--- src/hdl/sem_pkg.sv ---
// Shared types, constants and helpers for the Sobel edge magnitude core.
// Used by every module under hdl/; depends on nothing else.
package sem_pkg;

    localparam int DEFAULT_MAX_WIDTH = 1024;
    localparam int PIXEL_W           = 8;
    localparam int CFG_ADDR_W        = 1;
    localparam int CFG_DATA_W        = 11;
    localparam int ROW_W             = 11;
    localparam int SUM_W             = 10;   // 1+2+1 weighted sum of three pixels

    localparam logic [CFG_DATA_W-1:0] HEIGHT_LIMIT = CFG_DATA_W'(1024);
    localparam logic [PIXEL_W-1:0]    PIXEL_MAX    = '1;

    typedef enum logic [CFG_ADDR_W-1:0] {
        CFG_FRAME_WIDTH  = 1'b0,
        CFG_FRAME_HEIGHT = 1'b1
    } cfg_reg_t;

    typedef enum logic {
        REQ_PIXEL = 1'b0,
        REQ_DRAIN = 1'b1
    } req_kind_t;

    typedef struct packed {
        logic               req_type;
        logic [PIXEL_W-1:0] pixel;
    } pix_beat_t;

    typedef struct packed {
        logic [PIXEL_W-1:0] magnitude;
        logic               end_of_row;
        logic               end_of_frame;
    } mag_beat_t;

    // per-item control that travels with the window shift
    typedef struct packed {
        logic emit;
        logic lft_en;
        logic rgt_en;
        logic eor;
        logic eof;
    } win_ctrl_t;

    typedef struct packed {
        logic      row_ge1;
        logic      row_ge2;
        logic      in_image;
        win_ctrl_t ctrl;
    } pos_info_t;

    function automatic logic [SUM_W-1:0] wsum(input logic [PIXEL_W-1:0] a,
                                              input logic [PIXEL_W-1:0] b,
                                              input logic [PIXEL_W-1:0] c);
        wsum = {2'b00, a} + {1'b0, b, 1'b0} + {2'b00, c};
    endfunction

    // |p - n| saturated to the pixel range
    function automatic logic [PIXEL_W-1:0] abs_sat(input logic [SUM_W-1:0] p,
                                                   input logic [SUM_W-1:0] n);
        logic [SUM_W-1:0] d;
        d = (p >= n) ? (p - n) : (n - p);
        abs_sat = (d > SUM_W'(PIXEL_MAX)) ? PIXEL_MAX : d[PIXEL_W-1:0];
    endfunction

endpackage

--- src/hdl/sem_pos.sv ---
// Configuration registers and raster position (column/row) tracking.
// Produces the per-item window control. Uses sem_pkg.
module sem_pos #(
    parameter  int MAX_WIDTH = sem_pkg::DEFAULT_MAX_WIDTH,
    localparam int COL_W     = $clog2(MAX_WIDTH),
    localparam int FW_W      = ($clog2(MAX_WIDTH + 1) > sem_pkg::CFG_DATA_W)
                               ? $clog2(MAX_WIDTH + 1) : sem_pkg::CFG_DATA_W
) (
    input  logic                                clk,
    input  logic                                rst_n,
    input  logic                                cfg_we,
    input  logic [sem_pkg::CFG_ADDR_W-1:0]      cfg_addr,
    input  logic [sem_pkg::CFG_DATA_W-1:0]      cfg_wdata,
    input  logic                                accept,
    output logic [COL_W-1:0]                    col,
    output logic [COL_W-1:0]                    col_next,
    output sem_pkg::pos_info_t                  info
);

    localparam int                RESET_W_INT = (MAX_WIDTH < 1024) ? MAX_WIDTH : 1024;
    localparam logic [FW_W-1:0]   RESET_W     = FW_W'(RESET_W_INT);
    localparam logic [FW_W-1:0]   MAX_W       = FW_W'(MAX_WIDTH);

    logic [FW_W-1:0]                 frame_w_reg, frame_w_next;
    logic [sem_pkg::CFG_DATA_W-1:0]  frame_h_reg, frame_h_next;
    logic [COL_W-1:0]                col_reg;
    logic [sem_pkg::ROW_W-1:0]       row_reg, row_next;
    logic [FW_W-1:0]                 wdata_ext;
    logic [FW_W-1:0]                 col_ext;
    logic [sem_pkg::ROW_W-1:0]       h_plus1;
    logic                            last_col;
    logic                            wrap;
    logic                            col0;

    assign wdata_ext = FW_W'(cfg_wdata);
    assign col_ext   = FW_W'(col_reg);
    assign h_plus1   = sem_pkg::ROW_W'(frame_h_reg) + sem_pkg::ROW_W'(1);
    assign last_col  = col_ext >= (frame_w_reg - FW_W'(1));
    assign wrap      = row_reg >= h_plus1;
    assign col0      = (col_reg == '0);

    // out-of-range sizes are clamped when written
    always_comb
    begin
        frame_w_next = frame_w_reg;
        frame_h_next = frame_h_reg;
        if (cfg_we)
        begin
            case (sem_pkg::cfg_reg_t'(cfg_addr))
                sem_pkg::CFG_FRAME_WIDTH:
                begin
                    if (cfg_wdata == '0)
                        frame_w_next = FW_W'(1);
                    else if (wdata_ext > MAX_W)
                        frame_w_next = MAX_W;
                    else
                        frame_w_next = wdata_ext;
                end
                sem_pkg::CFG_FRAME_HEIGHT:
                begin
                    if (cfg_wdata == '0)
                        frame_h_next = sem_pkg::CFG_DATA_W'(1);
                    else if (cfg_wdata > sem_pkg::HEIGHT_LIMIT)
                        frame_h_next = sem_pkg::HEIGHT_LIMIT;
                    else
                        frame_h_next = cfg_wdata;
                end
                default:
                begin
                    frame_w_next = frame_w_reg;
                end
            endcase
        end
    end

    always_comb
    begin
        col_next = col_reg;
        row_next = row_reg;
        if (cfg_we)
        begin
            col_next = '0;
            row_next = '0;
        end
        else if (accept)
        begin
            if (wrap)
            begin
                col_next = '0;
                row_next = '0;
            end
            else if (last_col)
            begin
                col_next = '0;
                row_next = row_reg + sem_pkg::ROW_W'(1);
            end
            else
            begin
                col_next = col_reg + COL_W'(1);
            end
        end
    end

    always_ff @(posedge clk or negedge rst_n)
    begin
        if (!rst_n)
        begin
            frame_w_reg <= RESET_W;
            frame_h_reg <= sem_pkg::HEIGHT_LIMIT;
            col_reg     <= '0;
            row_reg     <= '0;
        end
        else
        begin
            frame_w_reg <= frame_w_next;
            frame_h_reg <= frame_h_next;
            col_reg     <= col_next;
            row_reg     <= row_next;
        end
    end

    // column 0 closes the previous row: right side is padding
    always_comb
    begin
        info.row_ge1     = (row_reg != '0);
        info.row_ge2     = (row_reg >= sem_pkg::ROW_W'(2));
        info.in_image    = (row_reg < sem_pkg::ROW_W'(frame_h_reg));
        info.ctrl.emit   = info.row_ge2 || ((row_reg == sem_pkg::ROW_W'(1)) && !col0);
        info.ctrl.rgt_en = !col0;
        info.ctrl.lft_en = col0 ? (frame_w_reg != FW_W'(1)) : (col_ext >= FW_W'(2));
        info.ctrl.eor    = col0;
        info.ctrl.eof    = col0 && (row_reg == h_plus1);
    end

    assign col = col_reg;

    a_col_in_row: assert property (@(posedge clk) disable iff (!rst_n)
        col_ext < frame_w_reg)
        else $error("column position beyond frame width");

    a_row_bound: assert property (@(posedge clk) disable iff (!rst_n)
        row_reg <= h_plus1)
        else $error("row position beyond drain row");

    a_cfg_rewind: assert property (@(posedge clk) disable iff (!rst_n)
        cfg_we |=> (col_reg == '0) && (row_reg == '0))
        else $error("register write did not rewind frame position");

endmodule

--- config.mk ---
export PLATFORM = sky130hd
export DESIGN_NAME = sem_pos
export DESIGN_NICKNAME = d
export VERILOG_FILES = /design/src/hdl/sem_pkg.sv /design/src/hdl/sem_pos.sv
export SDC_FILE = /design/constraint.sdc
export NUM_CORES = 1
export LEC_CHECK = 0
export ABC_AREA = 1
export BUFFER_PORTS_ARGS = -buffer_cell sky130_fd_sc_hd__buf_2
export CORE_MARGIN = 2
export CORE_UTILIZATION = 53
export DETAILED_ROUTE_END_ITERATION = 6
export GPL_TIMING_DRIVEN = 0
export PLACE_DENSITY = 0.79
export SYNTH_ARGS = -nofsm -noshare
export SYNTH_HDL_FRONTEND = slang
export SYNTH_SLANG_ARGS = --single-unit
--- constraint.sdc ---
create_clock -name clk -period 2.3 [get_ports clk]
set_input_delay 0.115 -clock clk [delete_from_list [all_inputs] [get_ports clk]]
set_output_delay 0.115 -clock clk [all_outputs]
set_load 0.05 [all_outputs]
==> impl_metrics.toml <==
[placed_design]
place_ws_ns = -0.8862
hpwl_um = 6044
placed_cells = 594
placed_cell_area_mm2 = 0.003869
place_congestion = 0.8536
port_buffers = 42

[power]
comb_power_share_pct = 34.1
swShare_pct = 36.67
p_sw_mw = 0.7275
leakage_nw = 2.247
seqPwrFrac_pct = 43.5
p_clk_share_pct = 22.5
p_int_mw = 1.257
peakVddDrop_mv = 0.4006
p_per_area_mw_per_mm2 = 462.6

[setup_path]
crit_chain = "buf_6 -> ha_4 -> nand3_4 -> nor2_4 -> nand3_2 -> nor2_2 -> xor2_1 -> ha_1 -> a21o_1 -> nor2_1 -> nand4_1 -> nand2_2 -> nand3_4 -> buf_12 -> nor2_4 -> buf_6"
slowest_delay_ns = 0.37
required_ns = 2.18
slowest_stage = "dfrtp_1"
crit_fanout = 5
crit_type = "flop to output pin"
critPathBufInv = 3
cp_data_arrival_time_ns = 2.96
critPathTopFamily = "simple AND/OR/NAND/NOR gates"
cp-start-kind = "flop"
endpoint_kind = "output pin"

[floorplanning]
core_mm2 = 0.006350
fp.dieW_um = 84.82
pin_count = 44
die-area_mm2 = 0.007194
row_count = 29
start_util_pct = 54.52
die_h_um = 84.82

[clock_tree]
cts_sinks = 43
cts_made_buffers = 5
cts_tree = "built"
clk_pin_slew_worst_paths_ns = 0.07
cts-root-buf = "clkbuf_8"
cts_max_level = 2
hold_buffers = 0
clockBufferDepth = 2
clkLatencyLatePin_ns = 0.29

[logic_synthesis]
synth_cells = 475
ys_ff_latch = 43
synth.avg_cell_area_um2 = 7.289
yosysUniqueCellTypes = 34
synth_nets = 533
syn_area_mm2 = 0.003462
ys_seq_area_share_pct = 31.15
yosys-top-cells-area = "dfrtp_1, ha_1, nand2_1, inv_1, nor2_1"
yosys.area.top_type = "dfrtp_1"
synth_top_area_share_pct = 29.63
synth_warnings = 0

[sta]
hold_violations = 41
maxSlewHeadroom_pct = 37.40
holdWs_ns = -0.02912
setup_viol = 32
tightest_slew_ns = 0.9390
fmax_mhz = 325.0
rsz0062_at_grt = "true"
fin_ws_ns = -0.7773
slew_viol_final = 0
fin_skew_ns = 0.01213
period_share_pct = 133.8
period_minus_slack_ns = 3.077

[global_routing]
grtUsageTotal_pct = 23.79
first_global_vias = 3165
grt_antenna_before_repair = 0
grt_max_degree = 44
grt-ovfl-total = 0
grt_first_pass_wirelength_um = 14010

[final_layout]
layout_common_cells = "nand2_1, inv_1, nor2_1, ha_1, dfrtp_1"
stdcell_area_mm2 = 0.004289
nets = 600
drive_above_1_share_pct = 21.40
final_common_cell = "nand2_1"
final_cell_count_no_fill = 619
antenna_cells = 0
fin_util_pct = 67.55
area_growth_pct = 23.89

[routing]
drtPass1Iterations = 5
routed_wl_um = 8092
vias_per_cell = 5.304
wire_per_inst_um = 13.07
ant_nets = 0
vias = 3283
drc = 0
drt_iter0_drc = 181

[run]
maxCapViolCount = 0

[status]
status = "complete, but fails checks"
violations = "negative hold slack, negative setup slack"

[min_path]
hold_class = "input port to asynchronous set/reset pin"
## cell families after synthesis
family,Yosys count,synth area share [%]
AO/OA/AOI/OAI,41,6.397
XOR/XNOR,28,7.084
adder cells (fa/ha/maj),42,15.18
buffers and inverters,78,9.107
flip-flops,43,31.15
AND/OR/NAND/NOR,243,31.08
## worst paths after layout
path / from / to / slack (ns) / cells after the start
max reg2reg: frame_h_reg[1] / col[9] / -0.37 / 16
min in group clk: cfg_wdata[6] / frame_h_reg[6] / 0.13 / 3
max in group asynchronous: rst_n / frame_h_reg[0] / 1.69 / 1
max: frame_h_reg[1] / col_next[5] / -0.78 / 16
min: rst_n / frame_w_reg[2] / -0.03 / 1
min reg2reg: frame_w_reg[10] / frame_w_reg[10] / 0.49 / 2
## stage by stage
stage	TNS, ns	total power, mW
finish	-13.98	1.984
global route	-19.73	2.118
CTS	-14.76	1.974
detailed placement	-19.16	1.480
global placement	-16.57	1.456
floorplan	-8.261	1.328
## metal layers
layer / vias up / global-route usage, % / wire [um]
met3: 10 / 4.377 / 427
met2: 94 / 40.87 / 4088
met4: 0 / 6.926 / 113
met5: - / 0 / 0
met1: 1522 / 30.73 / 3462
li1: 1657 / - / -
## cell type report
type	count	area, um^2
well taps	77	96.34
inverters	69	259.0
flip-flops and latches	43	1080
multi-input cells	354	2252
repair buffers	60	465.4
clock buffers	7	76.32
fillers	510	2061
plain buffers	9	60.06
## synth_stat cells
master and n:
nor2_2 4, a211oi_1 1, a21o_1 1, dfstp_2 2, o22ai_1 3, o31ai_1 3, xor2_1 20, nand3b_1 1
or3b_2 1, nor2_1 57, a21oi_1 12, buf_2 3, or2_2 1, xnor2_1 8, nor3_1 11, nand3_4 1
and3_1 1, ha_1 42, clkbuf_1 2, nor3b_1 1, nand2_2 1, nand4_1 19, buf_4 3, and2_1 1
clkinv_1 1, nand2_1 115, inv_1 68, o21ai_0 21, dfrtp_1 41, buf_6 1, nor3_2 1, nor4_1 2
nand3_1 24, nand2_4 2
## power by group through the flow
stage | Clock [mW] | Sequential (mW) | Combinational [mW]
floorplan | 0 | 0.881 | 0.447
global placement | 0 | 0.871 | 0.586
detailed placement | 0 | 0.873 | 0.608
CTS | 0.450 | 0.860 | 0.664
global route | 0.486 | 0.871 | 0.761
finish | 0.446 | 0.862 | 0.676
## what timing repair did
item | 4_1_cts | 5_1_grt
gates cloned | 2 | 0
pin swaps | 22 | 15
setup buffers | 16 | 6
gates resized for setup | 46 | 9
endpoints found under the setup margin | 32 | 32
(Power assumes the default switching activity.)
