## src/hdl/sem_pkg.sv

```systemverilog
// Shared types, constants and helpers for the Sobel edge magnitude core.
// Used by every module under hdl/; depends on nothing else.
package sem_pkg;

    localparam int DEFAULT_MAX_WIDTH = 1024;
    localparam int PIXEL_W           = 8;
    localparam int CFG_ADDR_W        = 1;
    localparam int CFG_DATA_W        = 11;
    localparam int ROW_W             = 11;
    localparam int SUM_W             = 10;   // 1+2+1 weighted sum of three pixels

    localparam logic [CFG_DATA_W-1:0] HEIGHT_LIMIT = CFG_DATA_W'(1024);
    localparam logic [PIXEL_W-1:0]    PIXEL_MAX    = '1;

    typedef enum logic [CFG_ADDR_W-1:0] {
        CFG_FRAME_WIDTH  = 1'b0,
        CFG_FRAME_HEIGHT = 1'b1
    } cfg_reg_t;

    typedef enum logic {
        REQ_PIXEL = 1'b0,
        REQ_DRAIN = 1'b1
    } req_kind_t;

    typedef struct packed {
        logic               req_type;
        logic [PIXEL_W-1:0] pixel;
    } pix_beat_t;

    typedef struct packed {
        logic [PIXEL_W-1:0] magnitude;
        logic               end_of_row;
        logic               end_of_frame;
    } mag_beat_t;

    // per-item control that travels with the window shift
    typedef struct packed {
        logic emit;
        logic lft_en;
        logic rgt_en;
        logic eor;
        logic eof;
    } win_ctrl_t;

    typedef struct packed {
        logic      row_ge1;
        logic      row_ge2;
        logic      in_image;
        win_ctrl_t ctrl;
    } pos_info_t;

    function automatic logic [SUM_W-1:0] wsum(input logic [PIXEL_W-1:0] a,
                                              input logic [PIXEL_W-1:0] b,
                                              input logic [PIXEL_W-1:0] c);
        wsum = {2'b00, a} + {1'b0, b, 1'b0} + {2'b00, c};
    endfunction

    // |p - n| saturated to the pixel range
    function automatic logic [PIXEL_W-1:0] abs_sat(input logic [SUM_W-1:0] p,
                                                   input logic [SUM_W-1:0] n);
        logic [SUM_W-1:0] d;
        d = (p >= n) ? (p - n) : (n - p);
        abs_sat = (d > SUM_W'(PIXEL_MAX)) ? PIXEL_MAX : d[PIXEL_W-1:0];
    endfunction

endpackage

```

## src/hdl/sem_kernel.sv

```systemverilog
// 3x3 window, Sobel X/Y response, L1 magnitude and output register.
// Uses sem_pkg.
module sem_kernel (
    input  logic                            clk,
    input  logic                            rst_n,
    input  logic                            accept,
    input  logic [sem_pkg::PIXEL_W-1:0]     top,
    input  logic [sem_pkg::PIXEL_W-1:0]     mid,
    input  logic [sem_pkg::PIXEL_W-1:0]     px,
    input  sem_pkg::win_ctrl_t              ctrl,
    output logic                            take,
    output logic                            mag_valid,
    input  logic                            mag_ready,
    output sem_pkg::mag_beat_t              mag_data
);

    // win_reg[column][row], column 2 newest, row 0 top
    logic [2:0][2:0][sem_pkg::PIXEL_W-1:0] win_reg, win_next;
    sem_pkg::win_ctrl_t                    s1_ctrl_reg;
    logic                                  s1_valid_reg, s1_valid_next;
    logic                                  out_valid_reg, out_valid_next;
    sem_pkg::mag_beat_t                    out_beat_reg;
    sem_pkg::mag_beat_t                    result;
    logic                                  out_free;
    logic                                  advance;
    logic [2:0][sem_pkg::PIXEL_W-1:0]      lft, cen, rgt;
    logic [sem_pkg::PIXEL_W-1:0]           ax, ay;
    logic [sem_pkg::PIXEL_W:0]             sum;

    assign out_free = !out_valid_reg || mag_ready;
    assign advance  = s1_valid_reg && out_free;
    assign take     = !s1_valid_reg || out_free;

    always_comb
    begin
        win_next = win_reg;
        if (accept)
        begin
            win_next[0]    = win_reg[1];
            win_next[1]    = win_reg[2];
            win_next[2][0] = top;
            win_next[2][1] = mid;
            win_next[2][2] = px;
        end
    end

    always_comb
    begin
        s1_valid_next = s1_valid_reg;
        if (accept)
            s1_valid_next = ctrl.emit;
        else if (advance)
            s1_valid_next = 1'b0;
    end

    always_comb
    begin
        out_valid_next = out_valid_reg;
        if (advance)
            out_valid_next = 1'b1;
        else if (mag_ready)
            out_valid_next = 1'b0;
    end

    always_comb
    begin
        lft = s1_ctrl_reg.lft_en ? win_reg[0] : '0;
        cen = win_reg[1];
        rgt = s1_ctrl_reg.rgt_en ? win_reg[2] : '0;
        ax  = sem_pkg::abs_sat(sem_pkg::wsum(rgt[0], rgt[1], rgt[2]),
                               sem_pkg::wsum(lft[0], lft[1], lft[2]));
        ay  = sem_pkg::abs_sat(sem_pkg::wsum(lft[2], cen[2], rgt[2]),
                               sem_pkg::wsum(lft[0], cen[0], rgt[0]));
        sum = {1'b0, ax} + {1'b0, ay};
        result.magnitude    = sum[sem_pkg::PIXEL_W] ? sem_pkg::PIXEL_MAX
                                                    : sum[sem_pkg::PIXEL_W-1:0];
        result.end_of_row   = s1_ctrl_reg.eor;
        result.end_of_frame = s1_ctrl_reg.eof;
    end

    always_ff @(posedge clk or negedge rst_n)
    begin
        if (!rst_n)
        begin
            win_reg       <= '0;
            s1_valid_reg  <= 1'b0;
            out_valid_reg <= 1'b0;
        end
        else
        begin
            win_reg       <= win_next;
            s1_valid_reg  <= s1_valid_next;
            out_valid_reg <= out_valid_next;
        end
    end

    always_ff @(posedge clk)
    begin
        if (accept)
            s1_ctrl_reg <= ctrl;
        if (advance)
            out_beat_reg <= result;
    end

    assign mag_valid = out_valid_reg;
    assign mag_data  = out_beat_reg;

    a_no_overrun: assert property (@(posedge clk) disable iff (!rst_n)
        accept |-> take)
        else $error("window shifted while a computed item was stalled");

    a_eof_is_eor: assert property (@(posedge clk) disable iff (!rst_n)
        mag_valid |-> (!mag_data.end_of_frame || mag_data.end_of_row))
        else $error("end of frame without end of row");

    a_advance_lands: assert property (@(posedge clk) disable iff (!rst_n)
        advance |=> mag_valid)
        else $error("computed item lost on the way to the output register");

endmodule

```

## config.mk

```make
export PLATFORM = sky130hd
export DESIGN_NAME = sem_kernel
export DESIGN_NICKNAME = d
export VERILOG_FILES = /design/src/hdl/sem_pkg.sv /design/src/hdl/sem_kernel.sv
export SDC_FILE = /design/constraint.sdc
export NUM_CORES = 1
export LEC_CHECK = 0
export ABC_AREA = 1
export BUFFER_PORTS_ARGS = -buffer_cell sky130_fd_sc_hd__buf_2
export CAP_MARGIN = 5
export CORE_UTILIZATION = 64
export DETAILED_ROUTE_END_ITERATION = 7
export PLACE_DENSITY = 0.94
export SYNTH_ARGS = -nofsm -noshare
export SYNTH_HDL_FRONTEND = slang
export SYNTH_SLANG_ARGS = --single-unit
```

## constraint.sdc

```tcl
create_clock -name clk -period 10.98 [get_ports clk]
set_input_delay 2.196 -clock clk [delete_from_list [all_inputs] [get_ports clk]]
set_output_delay 2.196 -clock clk [all_outputs]
set_load 0.01 [all_outputs]
```

==> metrics.json <==
{
  "run_status": {"value": "completed"},
  "ant_nets": {"value": 0},
  "syn_nets": {"value": 1350},
  "cts-buffers-inserted": {"value": 9},
  "place_hpwl": {"value": 15100, "unit": "um"},
  "largest_register_ffs": {"value": 48},
  "grt_overflow": {"value": 0},
  "critPathRequiredTime": {"value": 11040, "unit": "ps"},
  "cts_num_sinks": {"value": 88},
  "yosys.cell_types.count": {"value": 37},
  "hold_viol": {"value": 0},
  "synth.cells.most_frequent": {"value": "426 x sky130_fd_sc_hd__nand2_1, 220 x sky130_fd_sc_hd__inv_1, 92 x sky130_fd_sc_hd__ha_1"},
  "yosys_warnings": {"value": 0},
  "timing.max_cap.violations": {"value": 0},
  "num-nets-final": {"value": 1383},
  "die_width": {"value": 116, "unit": "um"},
  "met3_usage": {"value": 4.77, "unit": "%"},
  "synth_ff_type": {"value": "sky130_fd_sc_hd__dfrtp_1"},
  "synth_largest_area_cell": {"value": "sky130_fd_sc_hd__dfrtp_1"},
  "synth_edf_count": {"value": 14},
  "clock_tree.buffer_depth": {"value": 2},
  "critical_path.reg2reg.endpoint": {"value": "mag_data[6]"},
  "final_min_period_over_clock_period": {"value": 58.1, "unit": "%"},
  "groute.usage.overall": {"value": 30.7, "unit": "%"},
  "dieHeight": {"value": 116, "unit": "um"},
  "reg2reg_setup_slack": {"value": 4600, "unit": "ps"},
  "grt_first_pass_wirelength": {"value": 32300, "unit": "um"},
  "hold_path_startpoint": {"value": "result[1]"},
  "drt-total-wl": {"value": 19300, "unit": "um"},
  "timing.critical_path.fanout_max": {"value": 24},
  "routedWlPerCell": {"value": 13.7, "unit": "um"},
  "synth.area.top_cells": {"value": "sky130_fd_sc_hd__dfrtp_1 22%, sky130_fd_sc_hd__nand2_1 19%, sky130_fd_sc_hd__ha_1 14%"},
  "htree_num_levels": {"value": 3},
  "pin_count": {"value": 45},
  "slew_violations": {"value": 0},
  "gpl.final_weighted_congestion": {"value": 0.977},
  "fp.coreArea": {"value": 0.0127, "unit": "mm2"},
  "num_rows": {"value": 41},
  "antenna_cells": {"value": 0},
  "dr_total_vias": {"value": 7688},
  "critical_path.max_stage_delay": {"value": 870, "unit": "ps"},
  "tightestPinTransition": {"value": 908, "unit": "ps"},
  "cp_data_arrival_time": {"value": 6440, "unit": "ps"},
  "finClkSkew": {"value": 11.7, "unit": "ps"},
  "cp_common_cell": {"value": "sky130_fd_sc_hd__nand3_1"},
  "synth.most_common_cell": {"value": "sky130_fd_sc_hd__nand2_1"},
  "global_route.usage.met1": {"value": 37.3, "unit": "%"},
  "ctsHoldBuffers": {"value": 0},
  "cp-end-kind": {"value": "flop"},
  "synth_seq_cells": {"value": 88},
  "post_synth_instance_area": {"value": 0.00836, "unit": "mm2"},
  "timing.reg2reg.worst_path_depth": {"value": 29},
  "clock_tree_from_tritoncts": {"value": "yes"},
  "utilization": {"value": 71.0, "unit": "%"},
  "power-per-cell-area": {"value": 270, "unit": "mW/mm2"},
  "detail_route.first_pass.iterations": {"value": 6},
  "critical_path.reg2reg.startpoint": {"value": "s1_ctrl_reg[2]"},
  "via_per_inst": {"value": 5.45},
  "hold-worst-slack": {"value": 424, "unit": "ps"},
  "antenna_found_initial": {"value": 0},
  "drc": {"value": 0},
  "port_buffers": {"value": 44},
  "synthArstFlopShare": {"value": 84.1, "unit": "%"},
  "worst_hold_path.endpoint": {"value": "mag_data[1]"},
  "period_needed": {"value": 6380, "unit": "ps"},
  "syn_inst": {"value": 1200},
  "clock_latency_of_the_later_clocked_register_in_the_worst_skew_pair": {"value": 350, "unit": "ps"},
  "synth_sequential_area_ratio": {"value": 27.2, "unit": "%"},
  "fmax": {"value": 157, "unit": "MHz"},
  "via_count_of_the_first_global_routing_pass": {"value": 7257},
  "final_layout_size_suffix_gt1_share": {"value": 7.92, "unit": "%"},
  "synth.top_cell.area_share": {"value": 22.1, "unit": "%"},
  "post_cts_resized": {"value": 0},
  "fin_tns_setup": {"value": 0, "unit": "ps"},
  "hold_path_depth": {"value": 0},
  "pre_cts_slack": {"value": 4690, "unit": "ps"},
  "report.final.setup_viol": {"value": 0},
  "postSynthAreaPerCell": {"value": 6.97, "unit": "um2"},
  "design.die.area": {"value": 0.0135, "unit": "mm2"},
  "layout.filler_cells": {"value": 979},
  "setup_ws": {"value": 4600, "unit": "ps"},
  "timing.critical_path.from_type": {"value": "flop"},
  "fin_total_pwr": {"value": 0.00243, "unit": "W"},
  "grt_max_degree": {"value": 95},
  "static_power_due_to_leakage": {"value": 5.21, "unit": "nW"},
  "cts_setup_buffers": {"value": 0},
  "initial_utilization": {"value": 66.0, "unit": "%"},
  "slew-limit-headroom": {"value": 39.5, "unit": "%"},
  "clk_root_buffer_cell": {"value": "sky130_fd_sc_hd__clkbuf_16"},
  "synthToLayoutAreaGrowth": {"value": 7.58, "unit": "%"},
  "irDropWorstVdd": {"value": 143, "unit": "uV"},
  "slowest_cp_cell": {"value": "sky130_fd_sc_hd__edfxtp_1"},
  "criticalPathCategory": {"value": "flop to flop"},
  "grt_setup_unrepaired": {"value": "no"},
  "grt_most_used_layer": {"value": "met2"},
  "grt_use_met2": {"value": 53.3, "unit": "%"},
  "class_of_the_tightest_hold_or_removal_check": {"value": "flop to flop"},
  "first_iter_violations": {"value": 619},
  "cts.clk_slew.worst_paths": {"value": 60, "unit": "ps"}
}
-- routing by layer --
metal  vias up  wire length, um
met4         0              866
met5         -                0
met1      3498             7880
met2       327             9260
li1       3792                -
met3        71             1310
-- area by class of cell --
type                            count  area (um2)  share of cell area, %
Clock buffer                        9         225                   2.50
Sequential cell                    88        2270                   25.3
Tap cell                          172         215                   2.39
Timing Repair Buffer               46         238                   2.64
Multi-Input combinational cell    864        5150                   57.2
Inverter                          224         841                   9.34
Clock inverter                      7        61.3                  0.681
-- through the flow --
stage          instances  instance area, um2
2_1_floorplan       1200                8360
3_3_place_gp        1394                8710
3_5_place_dp        1394                8710
4_1_cts             1410                9000
5_1_grt             1410                9000
6_report            1410                9000
-- critical path: cells and delay by family, from the launching register on --
family / cells / cell delay (ps)
buf+inv: 3 / 200
xor+xnor: 1 / 270
compound gates: 3 / 820
simple gates: 16 / 1910
fa+ha+maj: 6 / 2010
flops: 1 / 870
-- power breakdown --
group | internal (W) | total, W | switching [W]
sequential | 0.000381 | 0.000409 | 0.0000273
clock | 0.000158 | 0.000298 | 0.000140
combinational | 0.000613 | 0.00173 | 0.00111
total | 0.00115 | 0.00243 | 0.00128
-- placed cells by master (no fill, tap or decap), types with 2 or more instances in the layout --
cell type                   instances
sky130_fd_sc_hd__buf_2             43
sky130_fd_sc_hd__nor2_1            25
sky130_fd_sc_hd__inv_8              2
sky130_fd_sc_hd__clkbuf_16          9
sky130_fd_sc_hd__ha_1              92
sky130_fd_sc_hd__nor2_2             2
sky130_fd_sc_hd__inv_2              4
sky130_fd_sc_hd__xnor2_1            7
sky130_fd_sc_hd__a21oi_1           54
sky130_fd_sc_hd__nor3_1             3
sky130_fd_sc_hd__edfxtp_1          14
sky130_fd_sc_hd__o21bai_1          12
sky130_fd_sc_hd__nand4_1           11
sky130_fd_sc_hd__o211ai_1           2
sky130_fd_sc_hd__nand2_4            4
sky130_fd_sc_hd__a21o_1             2
sky130_fd_sc_hd__or2_2              6
sky130_fd_sc_hd__nand3_1           64
sky130_fd_sc_hd__xor2_1            32
sky130_fd_sc_hd__nand2_1          426
sky130_fd_sc_hd__dfrtp_1           74
sky130_fd_sc_hd__buf_4              3
sky130_fd_sc_hd__nand2_2           11
sky130_fd_sc_hd__a211oi_1           2
sky130_fd_sc_hd__fa_1              25
sky130_fd_sc_hd__inv_6              2
sky130_fd_sc_hd__o21ai_0           67
sky130_fd_sc_hd__nand3_2            5
sky130_fd_sc_hd__inv_1            220
sky130_fd_sc_hd__a31oi_1            4
sky130_fd_sc_hd__nor2_4             2
-- cell families after synthesis --
kind of cell | share of synthesized area (%)
and+or+nand+nor | 28.0
adders and majority gates | 19.7
AOI/OAI and AO/OA | 9.71
DFF | 27.2
buffers and inverters | 11.3
xor gates and xnor gates | 4.08
-- worst max path at each step --
| stage | cells past startpoint | slack [ps] | endpoint | startpoint |
|---|---|---|---|---|
| 2_1_floorplan | 28 | 5540 | mag_data[7] | s1_ctrl_reg[3] |
| 3_3_place_gp | 28 | 4890 | mag_data[8] | s1_ctrl_reg[2] |
| 3_5_place_dp | 27 | 4690 | mag_data[8] | s1_ctrl_reg[2] |
| 4_1_cts | 27 | 4640 | mag_data[6] | s1_ctrl_reg[2] |
| 5_1_grt | 29 | 4110 | mag_data[6] | s1_ctrl_reg[2] |
| 6_report | 29 | 4600 | mag_data[6] | s1_ctrl_reg[2] |
No activity file was read; power rests on OpenSTA's default activity.
